$ cat src/hdl/stereo_tone_level_analyzer_assert.svh
// Assertion macros shared by the analyzer's modules.
// STLA_ASSERT checks a property on every clock outside reset.
// STLA_ASSERT_NEXT checks that a condition implies another in the following cycle.
`ifndef STEREO_TONE_LEVEL_ANALYZER_ASSERT_SVH
`define STEREO_TONE_LEVEL_ANALYZER_ASSERT_SVH

`ifndef SYNTH

`define STLA_ASSERT(lbl, prop) \
    lbl: assert property (@(posedge i_clk) disable iff (!i_rst_n) prop) \
        else $error("stla assertion failed");

`define STLA_ASSERT_NEXT(lbl, trig, cons) \
    lbl: assert property (@(posedge i_clk) disable iff (!i_rst_n) (trig) |=> (cons)) \
        else $error("stla assertion failed");

`else

`define STLA_ASSERT(lbl, prop)

`define STLA_ASSERT_NEXT(lbl, trig, cons)

`endif

`endif

$ cat src/hdl/stla_pkg.sv
`timescale 1ns / 1ps

package stla_pkg;

    // Default sine table resolution (entries per turn = 2**TABLE_BITS)
    localparam int TABLE_BITS_DEF = 10;

    // Field widths
    localparam int SAMPLE_W    = 24;
    localparam int MAG_W       = 15;
    localparam int TRIG_W      = 16;
    localparam int PHASE_W     = 32;
    localparam int FRAMES_W    = 32;
    localparam int POWER_W     = 63;
    localparam int SUM_W       = 64;
    localparam int CFG_INDEX_W = 2;
    localparam int CFG_DATA_W  = 32;

    // Register map
    localparam logic [CFG_INDEX_W-1:0] REG_TONE_STEP_A = 2'd0;
    localparam logic [CFG_INDEX_W-1:0] REG_TONE_STEP_B = 2'd1;

    // Reset steps: 625 Hz and 1250 Hz at 48 kHz
    localparam logic [PHASE_W-1:0] STEP_A_RESET = 32'd55924053;
    localparam logic [PHASE_W-1:0] STEP_B_RESET = 32'd111848107;

    // Sine polynomial, Q30 coefficients
    localparam int POLY_W = 31;
    localparam logic [POLY_W-1:0] COEF_C1 = 31'd1686629713;
    localparam logic [POLY_W-1:0] COEF_C3 = 31'd693598668;
    localparam logic [POLY_W-1:0] COEF_C5 = 31'd85569306;
    localparam logic [POLY_W-1:0] COEF_C7 = 31'd5026995;
    localparam logic [POLY_W-1:0] COEF_C9 = 31'd171971;

    // Queue between front and back
    localparam int QUEUE_DEPTH = 4;
    localparam int QPTR_W      = $clog2(QUEUE_DEPTH);
    localparam int QCOUNT_W    = $clog2(QUEUE_DEPTH + 1);

    // Table fill sequencer
    typedef enum logic [2:0] {
        FILL_SQUARE,
        FILL_H9,
        FILL_H7,
        FILL_H5,
        FILL_H3,
        FILL_H1,
        FILL_WRITE,
        FILL_DONE
    } t_fill_state;

    // One frame with its tone weights, front to back
    typedef struct packed {
        logic signed [SAMPLE_W-1:0] left;
        logic signed [SAMPLE_W-1:0] right;
        logic signed [TRIG_W-1:0]   cos_a;
        logic signed [TRIG_W-1:0]   sin_a;
        logic signed [TRIG_W-1:0]   cos_b;
        logic signed [TRIG_W-1:0]   sin_b;
    } t_tone_item;

endpackage

$ cat src/hdl/stla_sine_fill.sv
`timescale 1ns / 1ps
`include "stereo_tone_level_analyzer_assert.svh"

// Computes the quarter-wave sine magnitudes after reset, one shared multiplier,
// stepping through square, Horner steps and write for each entry.
module stla_sine_fill #(
    parameter int TABLE_BITS = stla_pkg::TABLE_BITS_DEF
) (
    input  logic                        i_clk,
    input  logic                        i_rst_n,
    output logic                        o_we,
    output logic [TABLE_BITS-2:0]       o_waddr,
    output logic [stla_pkg::MAG_W-1:0]  o_wdata,
    output logic                        o_done
);

    localparam int AW      = TABLE_BITS - 1;
    localparam int QUARTER = 1 << (TABLE_BITS - 2);
    localparam int PW      = stla_pkg::POLY_W;

    stla_pkg::t_fill_state r_state, n_state;
    logic [AW-1:0]   r_k, n_k;
    logic [PW-1:0]   r_u, n_u;
    logic [2*PW-1:0] r_prod;

    logic [PW-1:0]   w_t;
    logic [PW-1:0]   w_top;
    logic [PW-1:0]   w_a, w_b;
    logic            w_mul_en;
    logic [2*PW-1:0] w_prod;
    logic [31:0]     w_round;
    logic [16:0]     w_v;

    // Angle of entry k as a Q30 quarter-turn fraction
    assign w_t   = PW'(r_k) << (32 - TABLE_BITS);
    assign w_top = r_prod[2*PW-2:PW-1];
    assign w_prod = w_a * w_b;

    // Rounding and clamp to unsigned Q0.15
    assign w_round = {1'b0, w_top} + 32'd16384;
    assign w_v     = w_round[31:15];

    always_ff @(posedge i_clk) begin
        if (!i_rst_n) begin
            r_state <= stla_pkg::FILL_SQUARE;
            r_k     <= '0;
        end else begin
            r_state <= n_state;
            r_k     <= n_k;
        end
    end

    // Datapath registers
    always_ff @(posedge i_clk) begin
        r_u <= n_u;
        if (w_mul_en) begin
            r_prod <= w_prod;
        end
    end

    // Horner sequence: square, then C9..C1, then scale by t and write
    always_comb begin
        n_state  = r_state;
        n_k      = r_k;
        n_u      = r_u;
        w_a      = '0;
        w_b      = '0;
        w_mul_en = 1'b0;
        o_we     = 1'b0;
        o_wdata  = '0;
        unique case (r_state)
            stla_pkg::FILL_SQUARE: begin
                w_a      = w_t;
                w_b      = w_t;
                w_mul_en = 1'b1;
                n_state  = stla_pkg::FILL_H9;
            end
            stla_pkg::FILL_H9: begin
                n_u      = w_top;
                w_a      = stla_pkg::COEF_C9;
                w_b      = w_top;
                w_mul_en = 1'b1;
                n_state  = stla_pkg::FILL_H7;
            end
            stla_pkg::FILL_H7: begin
                w_a      = stla_pkg::COEF_C7 - w_top;
                w_b      = r_u;
                w_mul_en = 1'b1;
                n_state  = stla_pkg::FILL_H5;
            end
            stla_pkg::FILL_H5: begin
                w_a      = stla_pkg::COEF_C5 - w_top;
                w_b      = r_u;
                w_mul_en = 1'b1;
                n_state  = stla_pkg::FILL_H3;
            end
            stla_pkg::FILL_H3: begin
                w_a      = stla_pkg::COEF_C3 - w_top;
                w_b      = r_u;
                w_mul_en = 1'b1;
                n_state  = stla_pkg::FILL_H1;
            end
            stla_pkg::FILL_H1: begin
                w_a      = stla_pkg::COEF_C1 - w_top;
                w_b      = w_t;
                w_mul_en = 1'b1;
                n_state  = stla_pkg::FILL_WRITE;
            end
            stla_pkg::FILL_WRITE: begin
                o_we    = 1'b1;
                o_wdata = (w_v > 17'd32767) ? {stla_pkg::MAG_W{1'b1}}
                                            : w_v[stla_pkg::MAG_W-1:0];
                if (r_k == AW'(QUARTER)) begin
                    n_state = stla_pkg::FILL_DONE;
                end else begin
                    n_k     = r_k + 1'b1;
                    n_state = stla_pkg::FILL_SQUARE;
                end
            end
            stla_pkg::FILL_DONE: begin
                n_state = stla_pkg::FILL_DONE;
            end
        endcase
    end

    assign o_waddr = r_k;
    assign o_done  = (r_state == stla_pkg::FILL_DONE);

    `STLA_ASSERT_NEXT(a_fill_done_holds, o_done, o_done)
    `STLA_ASSERT(a_fill_addr_range, o_we |-> (r_k <= AW'(QUARTER)))

endmodule

$ cat config.mk
export PLATFORM = sky130hd
export DESIGN_NAME = stla_sine_fill
export DESIGN_NICKNAME = d
export VERILOG_FILES = /design/src/hdl/stla_pkg.sv /design/src/hdl/stla_sine_fill.sv
export VERILOG_INCLUDE_DIRS = /design/src /design/src/hdl
export SDC_FILE = /design/constraint.sdc
export NUM_CORES = 2
export LEC_CHECK = 0
export BUFFER_PORTS_ARGS = -buffer_cell sky130_fd_sc_hd__buf_2
export CAP_MARGIN = 40
export CELL_PAD_IN_SITES_DETAIL_PLACEMENT = 1
export CELL_PAD_IN_SITES_GLOBAL_PLACEMENT = 1
export CORE_MARGIN = 3
export CORE_UTILIZATION = 35
export DETAILED_ROUTE_END_ITERATION = 6
export PLACE_DENSITY = 0.59
export SETUP_SLACK_MARGIN = 0.15
export SYNTH_ARGS = -nofsm -noshare
export SYNTH_HDL_FRONTEND = slang
export SYNTH_SLANG_ARGS = --single-unit
$ cat constraint.sdc
create_clock -name i_clk -period 18.6 [get_ports i_clk]
set_input_delay 0 -clock i_clk [delete_from_list [all_inputs] [get_ports i_clk]]
set_output_delay 0 -clock i_clk [all_outputs]
set_load 0.005 [all_outputs]
* Word level (Yosys, flattened, before mapping)
Index checks and enable logic that the tools add are counted.
** Cells by class
- Eq/ne operators :: 8
- Multiply operators :: 1
- Add/subtract/negate cells :: 6
- Magnitude comparators :: 1
- Reduce and logical (&&, ||, !) cells :: 5
- Muxes and demuxes :: 8
- Bitwise operators :: 1
** Operators with widths (number)
- $pmux 31 s6 :: 1
- $pmux 31 s3 :: 1
- $mul 31x31->61 :: 1
- $add 31x15->32 const B :: 1
- $sub 23x31->31 const A :: 1
- $sub 27x31->31 const A :: 1
- $sub 30x31->31 const A :: 1
- $sub 31x31->31 const A :: 1
- $mux 15 :: 2
- $pmux 3 s8 :: 1
- $gt 17x15->1 const B :: 1
- $eq 3x3->1 const B :: 4
- $add 9x1->9 const B :: 1
- $eq 9x9->1 const B :: 1
- $eq 3x2->1 const B :: 2
- $reduce_or 6->1 :: 1
- $eq 3x1->1 const B :: 1
- $logic_not 3->1 :: 1
- $mux 3 :: 1
- $reduce_or 3->1 :: 1
- $mux 1 :: 2
- $reduce_and 2->1 :: 1
- $reduce_or 2->1 :: 1
- $not 1->1 :: 1
** Storage, ports and cells
- Register bits :: 104
- Output and inout port bits :: 26
- Bits of input ports :: 2
- Logic and storage cells :: 34

* Longest topological paths before layout
- Depth in word-level cells :: 4
- Depth in mapped cells :: 40
- Depth with buffers taken out :: 37

* Worst setup path before layout
Ideal clock, no wire load.
- Path type :: register to register
- Start :: reg r_state[2]
- End :: reg r_prod[57], data pin
- Clock period less this slack :: 9.911 ns
- Arrival time :: 9.653 ns
- Slack :: 8.689 ns
- Required time :: 18.342 ns
- Setup time :: 0.258 ns
- Cell stages (with the launch flop) :: 38
- Path buffers :: 2
- Cell sequence :: dfxtp_1 -> buf_6 -> nor2b_1 -> nand2_1 -> inv_2 -> fa_1 -> nor2b_1 -> o2111ai_1 -> nand3b_1 -> o311ai_2 -> and2b_1 -> o31a_1 -> o21a_1 -> a211o_1 -> a221o_1 -> buf_2 -> and2_1 -> fa_1 -> [2 not listed] -> inv_1 -> fa_1 -> inv_1 -> fa_1 -> fa_1 -> fa_1 -> inv_1 -> fa_1 -> inv_1 -> ha_1 -> a21o_1 -> a21o_1 -> a211oi_1 -> inv_1 -> or3_1 -> a311o_1 -> a31oi_1 -> xnor2_1
** Between the ends
- Longest elaborated chain between the ends :: 4
- Elaborated cells between the ends (all ways) :: 11
- Those cells by class :: mul (1); eq/ne (5); mux (2); reduce/logical (3)
** RTL lines
- start: declaration :: line stla_sine_fill.sv:21 : stla_pkg::t_fill_state r_state, n_state;
- start signal: assignment :: line stla_sine_fill.sv:45 : r_state <= stla_pkg::FILL_SQUARE;
- start signal: assignment :: line stla_sine_fill.sv:48 : r_state <= n_state;
- $eq 3x3->1, or another cell as far along :: line stla_sine_fill.sv:71 : unique case (r_state)
- $reduce_or 3->1 (no line) / $reduce_or 2->1 (equally long branches)
- $pmux 31 s3 :: line stla_sine_fill.sv:71
- $mul 31x31->61 * :: line stla_sine_fill.sv:37 : assign w_prod = w_a * w_b;
- named net w_prod[57] :: line stla_sine_fill.sv:30 : logic [2*PW-1:0] w_prod;
- end signal: assignment :: line stla_sine_fill.sv:57 : r_prod <= w_prod;
- end: declaration :: line stla_sine_fill.sv:24 : logic [2*PW-1:0] r_prod;
The timed path passes the listed nets; every way through them passes the cells marked *.
A chain may end at the register's enable or synchronous reset.

* Worst setup path after layout
- Start :: reg r_state[2]
- End :: reg r_prod[46], data pin
The elaborated chain is that of the path after synthesis.

==> metrics.cfg <==
[routing]
post_drt_wl_per_cell_um=25.7
drc=0
drtAntennaViolNets=0
vias_per_cell=5.32
first_pass_iters=5
finalWirelength_mm=141
vias=29300
drt_iter0_markers=2028

[cts]
cts_tree=done
cts_resized=0
cts_buffer_depth=2
cts_hold_buf=0
cts_root_buf=clkbuf_16
path_clk_slew_ns=0.07
cts_sinks=74
cts.htree.levels=3
postCtsSetupBuffers=0
clk_latency_ns=0.36
cts_buffers=9

[critical_path]
critPathLaunch=r_state[2]$_SDFF_PN0_
cpMostUsedCell=fa_1
crit_family=adder cells
regToRegStartpoint=r_state[2]$_SDFF_PN0_
crit_required_ns=18.68
cp.arrival_ns=12.77
start_kind=flop
worstSetupPathType=reg2reg
cp_num_buf_inv=6
crit_fanout=17
slowest_stage=a31oi_1
max_stage_delay_ns=0.73
end_kind=flop

[sta]
hold_ws_ns=0.0134
finalHoldViolations=0
fin_crit_ns=12.69
finalCritPeriodShare=0.682
drv_slew=0
tns_ns=0
finalClockSkew_ns=0.0112
max_freq_mhz=78.8
rsz0062_at_grt=false
relSlewSlack=0.193
setup_viol=0
tightest_slew_ns=1.21

[flow_run]
maxCapViolations=0

[synthesis]
ys_seq_elements=74
synth_edf_count=62
synthArstFlopShare=0
ys_seq_area_frac=0.0584
yosysWarnings=0
syn_area_um2=36000
synth_cell_types=90
synth_area_leaders=fa_1, ha_1, inv_1, nand2_1, edfxtp_1
synth_cells=4180
synth_ff_type=edfxtp_1
avgSynthCellArea_um2=8.61
synth_top_cell_by_area=fa_1
yosysTopAreaCellShare=0.465
synth_nets=5288

[place]
placed_area_um2=38300
port_buffers=27
place_congestion=0.908
dpl.hpwl_mm=113

[grt]
grt_pass1_vias=32400
track_usage=0.271
grt_pass1_wl_mm=213
antenna_found_initial=7
gr-total-overflow=0
grt_max_degree=53

[cells_and_area]
drive_gt1_frac=0.0628
syn2layout_area_growth_pct=7.26
design_area_um2=38600
fin_nets=5245

[die]
core_area_um2=101000
die_w_um=327
ios=28
die_h_um=327
initial_utilization=0.356
rows=116
die_area_um2=107000

[status]
status=completed

[hold_path]
hp-class=in2reg
hp-start=i_rst_n

path summary, 6_finish.rpt:
path | endpoint | slack [ns] | cells after the start
hold / removal | r_state[1]$_SDFF_PN0_ | 0.01 | 2
setup / recovery | r_prod[46]$_DFFE_PP_ | 5.91 | 36
hold reg to reg | r_u[7]$_DFFE_PN_ | 0.63 | 0
setup reg to reg | r_prod[46]$_DFFE_PP_ | 5.91 | 36
kinds of logic (layout without fill, tap and decap cells):
group	after synthesis	count (layout)	synth area share
mux	9	9	0.00264
compound gates	471	471	0.0892
xor+xnor	76	76	0.0185
fa+ha+maj	1106	1106	0.559
simple gates	1342	1342	0.156
flops	74	74	0.0584
buf+inv	1102	1064	0.116
other cells	0	2	0
layer usage:
metal / global-route usage / vias to the layer above / routed length (um)
li1: - / 12600 / -
met1: 0.360 / 15700 / 60500
met2: 0.462 / 764 / 68300
met3: 0.0274 / 194 / 6940
met4: 0.0899 / 4 / 5600
met5: 0 / - / 25
sequential cells by signal, indices dropped and copies added (netlist names):
name / count
r_state: 3
r_u: 31
o_waddr: 9
r_prod: 31
synth_stat cells, types with 26 or more instances:
| master | number |
|---|---|
| a21oi_1 | 119 |
| edfxtp_1 | 62 |
| nor2_1 | 427 |
| a21o_1 | 35 |
| fa_1 | 836 |
| nand3_1 | 35 |
| clkbuf_1 | 186 |
| and2_1 | 57 |
| xnor2_1 | 53 |
| nor2b_1 | 26 |
| a22oi_1 | 27 |
| inv_1 | 880 |
| ha_1 | 270 |
| nand2_1 | 683 |
| o21ai_0 | 73 |
stage by stage:
stage / worst slack [ns] / utilization / std cells
floorplan: 8.69 / - / 4180
global placement: 6.14 / 0.377 / 5472
detailed placement: 6.15 / 0.379 / 5482
CTS: 6.08 / 0.382 / 5498
global route: 5.24 / 0.382 / 5499
finish: 5.91 / 0.382 / 5501
final cells by class:
| class | instances | area, um^2 |
|---|---|---|
| inverters | 884 | 3320 |
| multi-input cells | 3004 | 29900 |
| clock buffers | 9 | 225 |
| well taps | 1357 | 1700 |
| diodes | 2 | 5.00 |
| flip-flops and latches | 74 | 2100 |
| fillers | 12000 | 62400 |
| repair buffers | 164 | 1230 |
| clock inverters | 7 | 86.3 |
placed cells by master (no fill, tap or decap), drive strengths merged, types with 9 or more instances in the layout:
master and count:
inv 886, fa 836, nand2 683, nor2 427, ha 270, buf 164, a21oi 119, o21ai 87
edfxtp 62, and2 57, xnor2 53, nand3 35, a21o 35, a22oi 27, nor2b 26, o21a 23
xor2 23, nor3 22, a31oi 20, a22o 16, and3 15, nand2b 14, nand4 14, o211ai 13
dfxtp 12, a211oi 12, or3 11, o22ai 11, o21bai 10, o31ai 10, or2 10, nor4 10
clkbuf 9, a221o 9, a221oi 9
Power is left out: the tool's default activity adds up to more than one toggle a clock period on the data nets, which glitch-free logic cannot reach.
