**src/hdl/stereo_tone_level_analyzer_assert.svh**
```systemverilog
// Assertion macros shared by the analyzer's modules.
// STLA_ASSERT checks a property on every clock outside reset.
// STLA_ASSERT_NEXT checks that a condition implies another in the following cycle.
`ifndef STEREO_TONE_LEVEL_ANALYZER_ASSERT_SVH
`define STEREO_TONE_LEVEL_ANALYZER_ASSERT_SVH

`ifndef SYNTH

`define STLA_ASSERT(lbl, prop) \
    lbl: assert property (@(posedge i_clk) disable iff (!i_rst_n) prop) \
        else $error("stla assertion failed");

`define STLA_ASSERT_NEXT(lbl, trig, cons) \
    lbl: assert property (@(posedge i_clk) disable iff (!i_rst_n) (trig) |=> (cons)) \
        else $error("stla assertion failed");

`else

`define STLA_ASSERT(lbl, prop)

`define STLA_ASSERT_NEXT(lbl, trig, cons)

`endif

`endif

```
**src/hdl/stla_pkg.sv**
```systemverilog
`timescale 1ns / 1ps

package stla_pkg;

    // Default sine table resolution (entries per turn = 2**TABLE_BITS)
    localparam int TABLE_BITS_DEF = 10;

    // Field widths
    localparam int SAMPLE_W    = 24;
    localparam int MAG_W       = 15;
    localparam int TRIG_W      = 16;
    localparam int PHASE_W     = 32;
    localparam int FRAMES_W    = 32;
    localparam int POWER_W     = 63;
    localparam int SUM_W       = 64;
    localparam int CFG_INDEX_W = 2;
    localparam int CFG_DATA_W  = 32;

    // Register map
    localparam logic [CFG_INDEX_W-1:0] REG_TONE_STEP_A = 2'd0;
    localparam logic [CFG_INDEX_W-1:0] REG_TONE_STEP_B = 2'd1;

    // Reset steps: 625 Hz and 1250 Hz at 48 kHz
    localparam logic [PHASE_W-1:0] STEP_A_RESET = 32'd55924053;
    localparam logic [PHASE_W-1:0] STEP_B_RESET = 32'd111848107;

    // Sine polynomial, Q30 coefficients
    localparam int POLY_W = 31;
    localparam logic [POLY_W-1:0] COEF_C1 = 31'd1686629713;
    localparam logic [POLY_W-1:0] COEF_C3 = 31'd693598668;
    localparam logic [POLY_W-1:0] COEF_C5 = 31'd85569306;
    localparam logic [POLY_W-1:0] COEF_C7 = 31'd5026995;
    localparam logic [POLY_W-1:0] COEF_C9 = 31'd171971;

    // Queue between front and back
    localparam int QUEUE_DEPTH = 4;
    localparam int QPTR_W      = $clog2(QUEUE_DEPTH);
    localparam int QCOUNT_W    = $clog2(QUEUE_DEPTH + 1);

    // Table fill sequencer
    typedef enum logic [2:0] {
        FILL_SQUARE,
        FILL_H9,
        FILL_H7,
        FILL_H5,
        FILL_H3,
        FILL_H1,
        FILL_WRITE,
        FILL_DONE
    } t_fill_state;

    // One frame with its tone weights, front to back
    typedef struct packed {
        logic signed [SAMPLE_W-1:0] left;
        logic signed [SAMPLE_W-1:0] right;
        logic signed [TRIG_W-1:0]   cos_a;
        logic signed [TRIG_W-1:0]   sin_a;
        logic signed [TRIG_W-1:0]   cos_b;
        logic signed [TRIG_W-1:0]   sin_b;
    } t_tone_item;

endpackage

```
**src/hdl/stla_fifo.sv**
```systemverilog
`timescale 1ns / 1ps
`include "stereo_tone_level_analyzer_assert.svh"

// Short queue between lookup and accumulation.
module stla_fifo (
    input  logic                              i_clk,
    input  logic                              i_rst_n,
    input  logic                              i_push,
    input  stla_pkg::t_tone_item              i_item,
    input  logic                              i_pop,
    output stla_pkg::t_tone_item              o_item,
    output logic                              o_nonempty,
    output logic [stla_pkg::QCOUNT_W-1:0]     o_count
);

    stla_pkg::t_tone_item                 r_mem [stla_pkg::QUEUE_DEPTH];
    logic [stla_pkg::QPTR_W-1:0]          r_wr_ptr, r_rd_ptr;
    logic [stla_pkg::QCOUNT_W-1:0]        r_count;

    // Pointers and fill level
    always_ff @(posedge i_clk) begin
        if (!i_rst_n) begin
            r_wr_ptr <= '0;
            r_rd_ptr <= '0;
            r_count  <= '0;
        end else begin
            if (i_push) begin
                r_wr_ptr <= r_wr_ptr + 1'b1;
            end
            if (i_pop) begin
                r_rd_ptr <= r_rd_ptr + 1'b1;
            end
            if (i_push && !i_pop) begin
                r_count <= r_count + 1'b1;
            end else if (!i_push && i_pop) begin
                r_count <= r_count - 1'b1;
            end
        end
    end

    // Storage
    always_ff @(posedge i_clk) begin
        if (i_push) begin
            r_mem[r_wr_ptr] <= i_item;
        end
    end

    assign o_item     = r_mem[r_rd_ptr];
    assign o_nonempty = (r_count != '0);
    assign o_count    = r_count;

    `STLA_ASSERT(a_fifo_no_overflow,
        !(i_push && !i_pop && (r_count == stla_pkg::QCOUNT_W'(stla_pkg::QUEUE_DEPTH))))
    `STLA_ASSERT(a_fifo_no_underflow, i_pop |-> (r_count != '0))

endmodule

```
**config.mk**
```make
export PLATFORM = sky130hd
export DESIGN_NAME = stla_fifo
export DESIGN_NICKNAME = d
export VERILOG_FILES = /design/src/hdl/stla_pkg.sv /design/src/hdl/stla_fifo.sv
export VERILOG_INCLUDE_DIRS = /design/src /design/src/hdl
export SDC_FILE = /design/constraint.sdc
export NUM_CORES = 1
export LEC_CHECK = 0
export BUFFER_PORTS_ARGS = -buffer_cell sky130_fd_sc_hd__buf_2
export CORE_MARGIN = 2
export CORE_UTILIZATION = 60
export CTS_CLUSTER_SIZE = 24
export DETAILED_ROUTE_END_ITERATION = 12
export PLACE_DENSITY = 0.83
export SYNTH_ARGS = -nofsm -noshare
export SYNTH_HDL_FRONTEND = slang
export SYNTH_SLANG_ARGS = --single-unit
export TNS_END_PERCENT = 100
```
**constraint.sdc**
```tcl
create_clock -name i_clk -period 5.9 [get_ports i_clk]
set_input_delay 1.18 -clock i_clk [delete_from_list [all_inputs] [get_ports i_clk]]
set_output_delay 1.18 -clock i_clk [all_outputs]
set_load 0.02 [all_outputs]
```
======== Yosys cells after proc, flatten, opt, wreduce, memory -nomap -nowiden ========
Memory sizes are Yosys's and may differ from the RTL's. A register that Yosys moved wholly into a read port is not among the register bits.
Cells that the tools add are included.
cells by class
  mux-type cells .......................... 6
  add/sub/neg operators ................... 4
  reduce and logical (&&, ||, !) cells .... 6
operators by type and width
  operator                                                            count
  3-bit two-way mux                                                   2
  2-bit by 1-bit adder with 2-bit output, second input constant       2
  2-bit two-way mux                                                   2
  3-bit by 1-bit adder with 3-bit output, second input constant       1
  3-bit nonzero test                                                  1
  3-bit by 1-bit subtractor with 3-bit output, second input constant  1
  1-bit logical AND                                                   2
  1-bit zero test                                                     2
  1-bit two-way mux                                                   2
  2-bit nonzero test                                                  1
word-level totals
  word-level logic and storage cells ...... 20
  RAM bits ................................ 448
  flip-flop bits (word level) ............. 7
  memories kept ........................... 1
  output and inout bits ................... 116
  input bits .............................. 116
memories
  name   words  bits a word  read ports  clocked after memory_dff  write ports  RTL line         source
  r_mem  4      112          1           1                         1            stla_fifo.sv:16  stla_pkg::t_tone_item r_mem [stla_pkg::QUEUE_DEPTH];

======== Logic depth before layout (Yosys ltp) ========
Gate-level depths: netlist of the first run.
  depth in word-level cells ............... 4
  depth in mapped cells ................... 7

======== Least setup slack after synthesis of the first run ========
OpenSTA, ideal clock, no wires.
  kind .................................... in2reg
  from .................................... in i_push
  to ...................................... mem r_mem[0][0] (netlist bit), enable pin
  stages on the path ...................... 1
  path slack .............................. 1.660 ns
  required time ........................... 5.416 ns
  buffers on the path ..................... 0
  data arrival time ....................... 3.756 ns
  cells stage by stage .................... and2_1
between the ends
  word-level cells in the longest chain between the ends .. 2
ends and longest elaborated chain
  what                                     RTL line         source
  start, declared                          stla_fifo.sv:8   input logic i_push,
  1-bit two-way mux                        stla_fifo.sv:43  if (i_push) begin
  1-bit two-way mux (not written as such)  stla_fifo.sv:44  r_mem[r_wr_ptr] <= i_item;
  end, declared                            stla_fifo.sv:16
Every way passes these cells.

==> results of run 1 <==
## cell usage in the layout (no fill, tap or decap), types with 3 or more instances in the layout
cell	Yosys	routed
bufinv_16	0	3
clkinv_1	0	5
xor2_1	3	3
clkbuf_1	0	12
inv_1	4	4
clkbuf_16	0	45
and2_1	9	5
clkinv_2	0	5
and2_4	0	4
edfxtp_1	448	448
buf_2	9	231
ha_1	5	5
buf_4	3	9
diode_2	0	6
mux4_2	112	112
dfxtp_1	9	7
## kinds of logic after synthesis
| family | after synthesis | synth area share, % |
|---|---|---|
| multiplexers | 114 | 15.2 |
| AO/OA/AOI/OAI | 2 | 0.0750 |
| XOR/XNOR | 5 | 0.263 |
| flip-flops | 457 | 81.7 |
| adder cells (fa/ha/maj) | 6 | 0.495 |
| buffers and inverters | 29 | 1.71 |
| AND/OR/NAND/NOR | 14 | 0.510 |
## path summary, 6_finish.rpt
kind                                               start                       to  slack, ps  depth (start not counted)
worst max-delay path                                flop               o_item[76]       1990                          3
worst min register to register   o_count[2]$_SDFFE_PN0P_  o_count[2]$_SDFFE_PN0P_        510                          2
worst max register to register  r_wr_ptr[0]$_SDFFE_PN0P_   r_mem[0][23]$_DFFE_PP_       3620                          4
worst min-delay path             o_count[2]$_SDFFE_PN0P_  o_count[2]$_SDFFE_PN0P_        510                          2
## critical path: cells and delay by family (launching register included)
kind	cells	cell delay [ps]
flops	1	820
buf+inv	2	750
mux	1	590
## layout make-up
type	instances	area (um2)	area share (%)
Sequential cell	457	13600	69.9
Multi-Input combinational cell	141	2780	14.2
Timing Repair Buffer	242	1260	6.47
Clock buffer	58	1180	6.07
Tap cell	378	473	2.42
Clock inverter	15	150	0.769
Inverter	4	15.0	0.0769
Antenna cell	6	15.0	0.0769
## state kept, by name, indices dropped and copies added (netlist names), named ones only
name / cells
r_wr_ptr: 2
r_mem: 448
r_rd_ptr: 2
o_count: 3
## stage by stage
stage	util, %	hold slack [ps]	worst slack, ps	cell area [um2]	power, mW
finish	70.8	514	1990	19500	7.14
floorplan	-	528	1660	16700	4.36
global placement	65.9	494	2510	18200	4.59
detailed placement	65.9	507	2480	18200	4.61
CTS	70.8	519	1910	19500	7.20
global route	70.8	574	1760	19500	7.37
## layer usage
metal	share of wire (%)	vias to the layer above	GRT usage, %
li1	-	3235	-
met1	41	3888	28.8
met2	50	291	34.1
met3	7.7	41	5.09
met4	1.5	2	4.72
met5	0.044	-	0
## report_power, final
part	total, mW	switching [mW]	internal (mW)
Combinational	0.742	0.438	0.305
Clock	2.60	1.06	1.53
Sequential	3.79	0.0633	3.73
==> impl_metrics.ini, run 1 <==
[critical_path]
cp_cell_sequence = buf_4 > mux4_2 > buf_2
cp_slowest_cell = dfxtp_4
slowest_delay_ps = 820
worstPathArrival_ps = 2730
worstSetupPathType = flop to primary output
crit_fanout = 35
cp-start-kind = flop
cp.required_ps = 4720
end_kind = primary output

[placement]
io_buffer_count = 231
hpwlAfterDp_um = 17700
dp_cells = 1222
globalplace.congestion = 0.692

[sta]
min_period_ps = 3910
setup_viol = 0
setup_tns_ps = 0
slew-limit-headroom_pct = 33.0
worst_slew_pin_slew_ps = 1000
hold_violations = 0
fmax_mhz = 256
finalCritPeriodShare_pct = 66.2
report.final.slew_viol_count = 0
clock_skew_ps = 16.2
rsz0062_at_grt = no

[routing]
drt_pass1_iterations = 5
drtAntennaViolNets = 0
remaining_drc_errors = 0
drtIter0Drc = 675
vias_per_cell = 5.73
drt_wl_total_um = 29900
num_vias = 7457
detail_route.wl_per_cell_um = 22.9

[grt]
overflow = 0
antenna_found_initial = 5
grt_start_max_net_pins = 63
grt_pass1_vias = 7920
grt_usage_pct = 20.7
grt_pass1_wl_um = 44800

[finish]
nFillCells = 1584
drive_gt1_share_pct = 45.4
area.growth.synth_to_final_pct = 17.0
num-nets-final = 1012
fin_cells = 1301

[yosys]
synth_area_mm2 = 0.0167
synth-edff-count = 448
seq_area_frac_synth_pct = 81.7
synthArstFlopShare_pct = 0
synth-seq-cells = 457
synthTopCellsByCount = edfxtp_1 (448), mux4_2 (112)
avgSynthCellArea_um2 = 26.6
syn_inst = 627
synth.largest_area_cell = edfxtp_1
yosysUniqueCellTypes = 20
synth_top_area_share_pct = 80.6
ys.flop_type = edfxtp_1
synth_warnings = 0
synth_most_common_cell = edfxtp_1
syn_nets = 749
synth.area.top_cells = edfxtp_1 (81%), mux4_2 (15%), buf_12 (1.1%)

[clock_tree]
cts_buffers = 44
cts.reportedPaths.clkPinSlew_ps = 60
clk_latency_ps = 520
clock-root-buffer = clkbuf_16
htree_num_levels = 2
cts_tree = done
clockBufferDepth = 3
cts_setup_buffers = 0
cts_resized = 0
clock_sinks = 457
cts_hold_buf = 0

[power_and_ir_drop]
cellLeakagePower_nw = 6.57
power_density_mw_per_mm2 = 366
vdd_drop_max_uv = 337

[flow_run]
drv_cap = 0

[outcome]
status = completed

[hold_path]
hold_class = flop to flop

[die]
ios = 232
die_w_um = 171
rows = 61
die_area_mm2 = 0.0292
start_util_pct = 60.6
core_area_mm2 = 0.0276
fp.dieH_um = 171
Power figures use the tool's default switching activity.
==> run 2, diff against run 1 <==
Settings changed: ABC_AREA set to 1, CORE_UTILIZATION 60 to 51, PLACE_DENSITY 0.83 to 0.75.
Clock period 5.9 ns to 3.4 ns, I/O delays scaled along.
==> impl_metrics.ini, run 2 <==
[outcome]
status = completed

[sta]
min_period_ps = 3020
setup_tns_ps = 0
hold_violations = 0
rsz0062_at_grt = no
finalCritPeriodShare_pct = 88.8
slew-limit-headroom_pct = 65.3
clock_skew_ps = 15.5
fmax_mhz = 331
worst_slew_pin_slew_ps = 520
report.final.slew_viol_count = 0
setup_viol = 0

[placement]
globalplace.congestion = 0.743
placed_area_mm2 = 0.0186
io_buffer_count = 231
hpwlAfterDp_um = 20300

[clock_tree]
cts.reportedPaths.clkPinSlew_ps = 60
cts_buffers = 46
htree_num_levels = 2
clock-root-buffer = clkbuf_16
cts_hold_buf = 0
clockBufferDepth = 3
cts_tree = done
clk_latency_ps = 540
cts_setup_buffers = 0
clock_sinks = 457
cts_resized = 0

[grt]
grt_start_max_net_pins = 116
grt_usage_pct = 20.1
antenna_found_initial = 10
grt_pass1_wl_um = 55200
overflow = 0
grt_pass1_vias = 10200

[power_and_ir_drop]
vdd_drop_max_uv = 455
total_power_mw = 12.7
cellLeakagePower_nw = 7.02
power_density_mw_per_mm2 = 630

[routing]
num_vias = 10200
detail_route.wl_per_cell_um = 19.3
drtIter0Drc = 884
route.met3.wl_um = 2830
drtAntennaViolNets = 0
drt_pass1_iterations = 5
highest_layer = met5
drt_wl_total_um = 35800
remaining_drc_errors = 0
met2_length_um = 17300
wl_met1_um = 15000
vias_per_cell = 5.50

[critical_path]
reg2reg_to = r_mem[0][72]$_DFFE_PP_
cp-start-kind = flop
end_kind = primary output
slowest_delay_ps = 450
cp_cell_sequence = inv_8 > buf_4 > o21ai_0 > o22ai_1 > buf_2
worstSetupPathType = flop to primary output
r2r_cells = 5
crit_fanout = 73
cp_slowest_cell = dfxtp_4
worstPathArrival_ps = 2340
r2r_slack_ps = 1510
reg2reg_from = r_wr_ptr[0]$_SDFFE_PN0P_
cp.required_ps = 2720

[die]
fp.dieH_um = 187
die_area_mm2 = 0.0349
rows = 66
start_util_pct = 52.1
ios = 232
core_area_mm2 = 0.0327
die_w_um = 187

[yosys]
synth-seq-cells = 457
synth_area_mm2 = 0.0170
synthArstFlopShare_pct = 0
muxShareOfSynthArea_pct = 0
seq_area_frac_synth_pct = 80.0
synth.area.top_cells = edfxtp_1 (79%), o21ai_0 (5.3%), nor2_1 (5.1%)
synth_most_common_cell = edfxtp_1
synth_top_area_share_pct = 79.0
synth-edff-count = 448
synthSimpleGateAreaFrac_pct = 5.35
synth.largest_area_cell = edfxtp_1
synthTopCellsByCount = edfxtp_1 (448), nor2_1 (230), o21ai_0 (180), o22ai_1 (112), o21ai_1 (50)
synth_top_family_by_area = compound AO/OA/AOI/OAI gates
yosysUniqueCellTypes = 22
syn_inst = 1141
synth_compound_area_share_pct = 11.0
ys.flop_type = edfxtp_1
synthAdderAreaFrac_pct = 0.485
synth_warnings = 0
avgSynthCellArea_um2 = 14.9
synth_xor_area_share_pct = 0
syn_nets = 1263

[hold_path]
hold_class = input pin to flop
min_from = i_item[3]
holdPathEnd = r_mem[3][3]$_DFFE_PP_
worstHoldPathCells = 1

[finish]
drive_gt1_share_pct = 22.9
num-nets-final = 1491
nFillCells = 2426
largest-register = r_mem
layout_commonest_cell = edfxtp_1
area.growth.synth_to_final_pct = 17.8
largest_register_ffs = 448
final_cell_area_mm2 = 0.0201
final_cell_mix = edfxtp_1 (448), buf_2 (231), nor2_1 (230), o21ai_0 (180), o22ai_1 (112)

[flow_run]
drv_cap = 0
## run 2: changes by cell type in the layout (fill, tap and decap cells not counted), sizes merged, moves of 3 or more
cell / change
a21oi: +4
and2: -9
buf: +11
clkbuf: +3
clkinv: +11
inv: +11
mux4: -112
nand2: +9
nor2: +230
o21ai: +229
o22ai: +112
xor2: -3
## run 2: kinds of logic after synthesis
kind of cell / after synthesis
DFF: 457
and+or+nand+nor: 242
adders and majority gates: 6
buffers and inverters: 90
AOI/OAI and AO/OA: 346
## run 2: how the worst max path moves through the flow
stage	slack [ps]	depth (start not counted)	from	end
global route	270	5	flop	o_item[19]
finish	380	5	flop	o_item[19]
detailed placement	940	5	flop	o_item[19]
floorplan	60	2	i_push	r_mem[2][0]$_DFFE_PP_
global placement	980	5	flop	o_item[39]
CTS	380	5	flop	o_item[19]
## run 2: report_power, final
part | switching, mW | leakage, nW | internal (mW)
registers | 0.0726 | 4.19 | 6.44
clock network | 1.98 | 0.725 | 2.92
logic | 0.874 | 2.11 | 0.371
total | 2.92 | 7.02 | 9.73
## run 2: layout make-up
class                           instances  area [um2]  area share, %
Tap cell                              442         553           2.75
Clock inverter                         24         205           1.02
Multi-Input combinational cell        594        2870           14.3
Clock buffer                           61        1270           6.33
Timing Repair Buffer                  253        1450           7.20
Inverter                               17        82.6          0.411
Sequential cell                       457       13600           67.9
Antenna cell                            4        10.0         0.0499
## run 2: routing by layer
layer,up-vias,global-route usage (%)
li1,4775,-
met1,4981,26.7
met2,352,33.2
met3,59,5.55
met4,12,5.01
met5,-,0
## run 2: per-stage QoR
step           hold slack (ps)  std cells  worst slack (ps)  util, %
2_1_floorplan              412       1141              60.6        -
3_3_place_gp               414       1763               977     56.8
3_5_place_dp               422       1763               939     56.8
4_1_cts                    333       1848               382     61.4
5_1_grt                    337       1850               267     61.4
6_report                   355       1852               382     61.4
## run 2: critical path, delay by kind of cell (launching register included)
family / cells / cell delay (ps)
flops: 1 / 450
buf+inv: 3 / 920
compound gates: 2 / 350
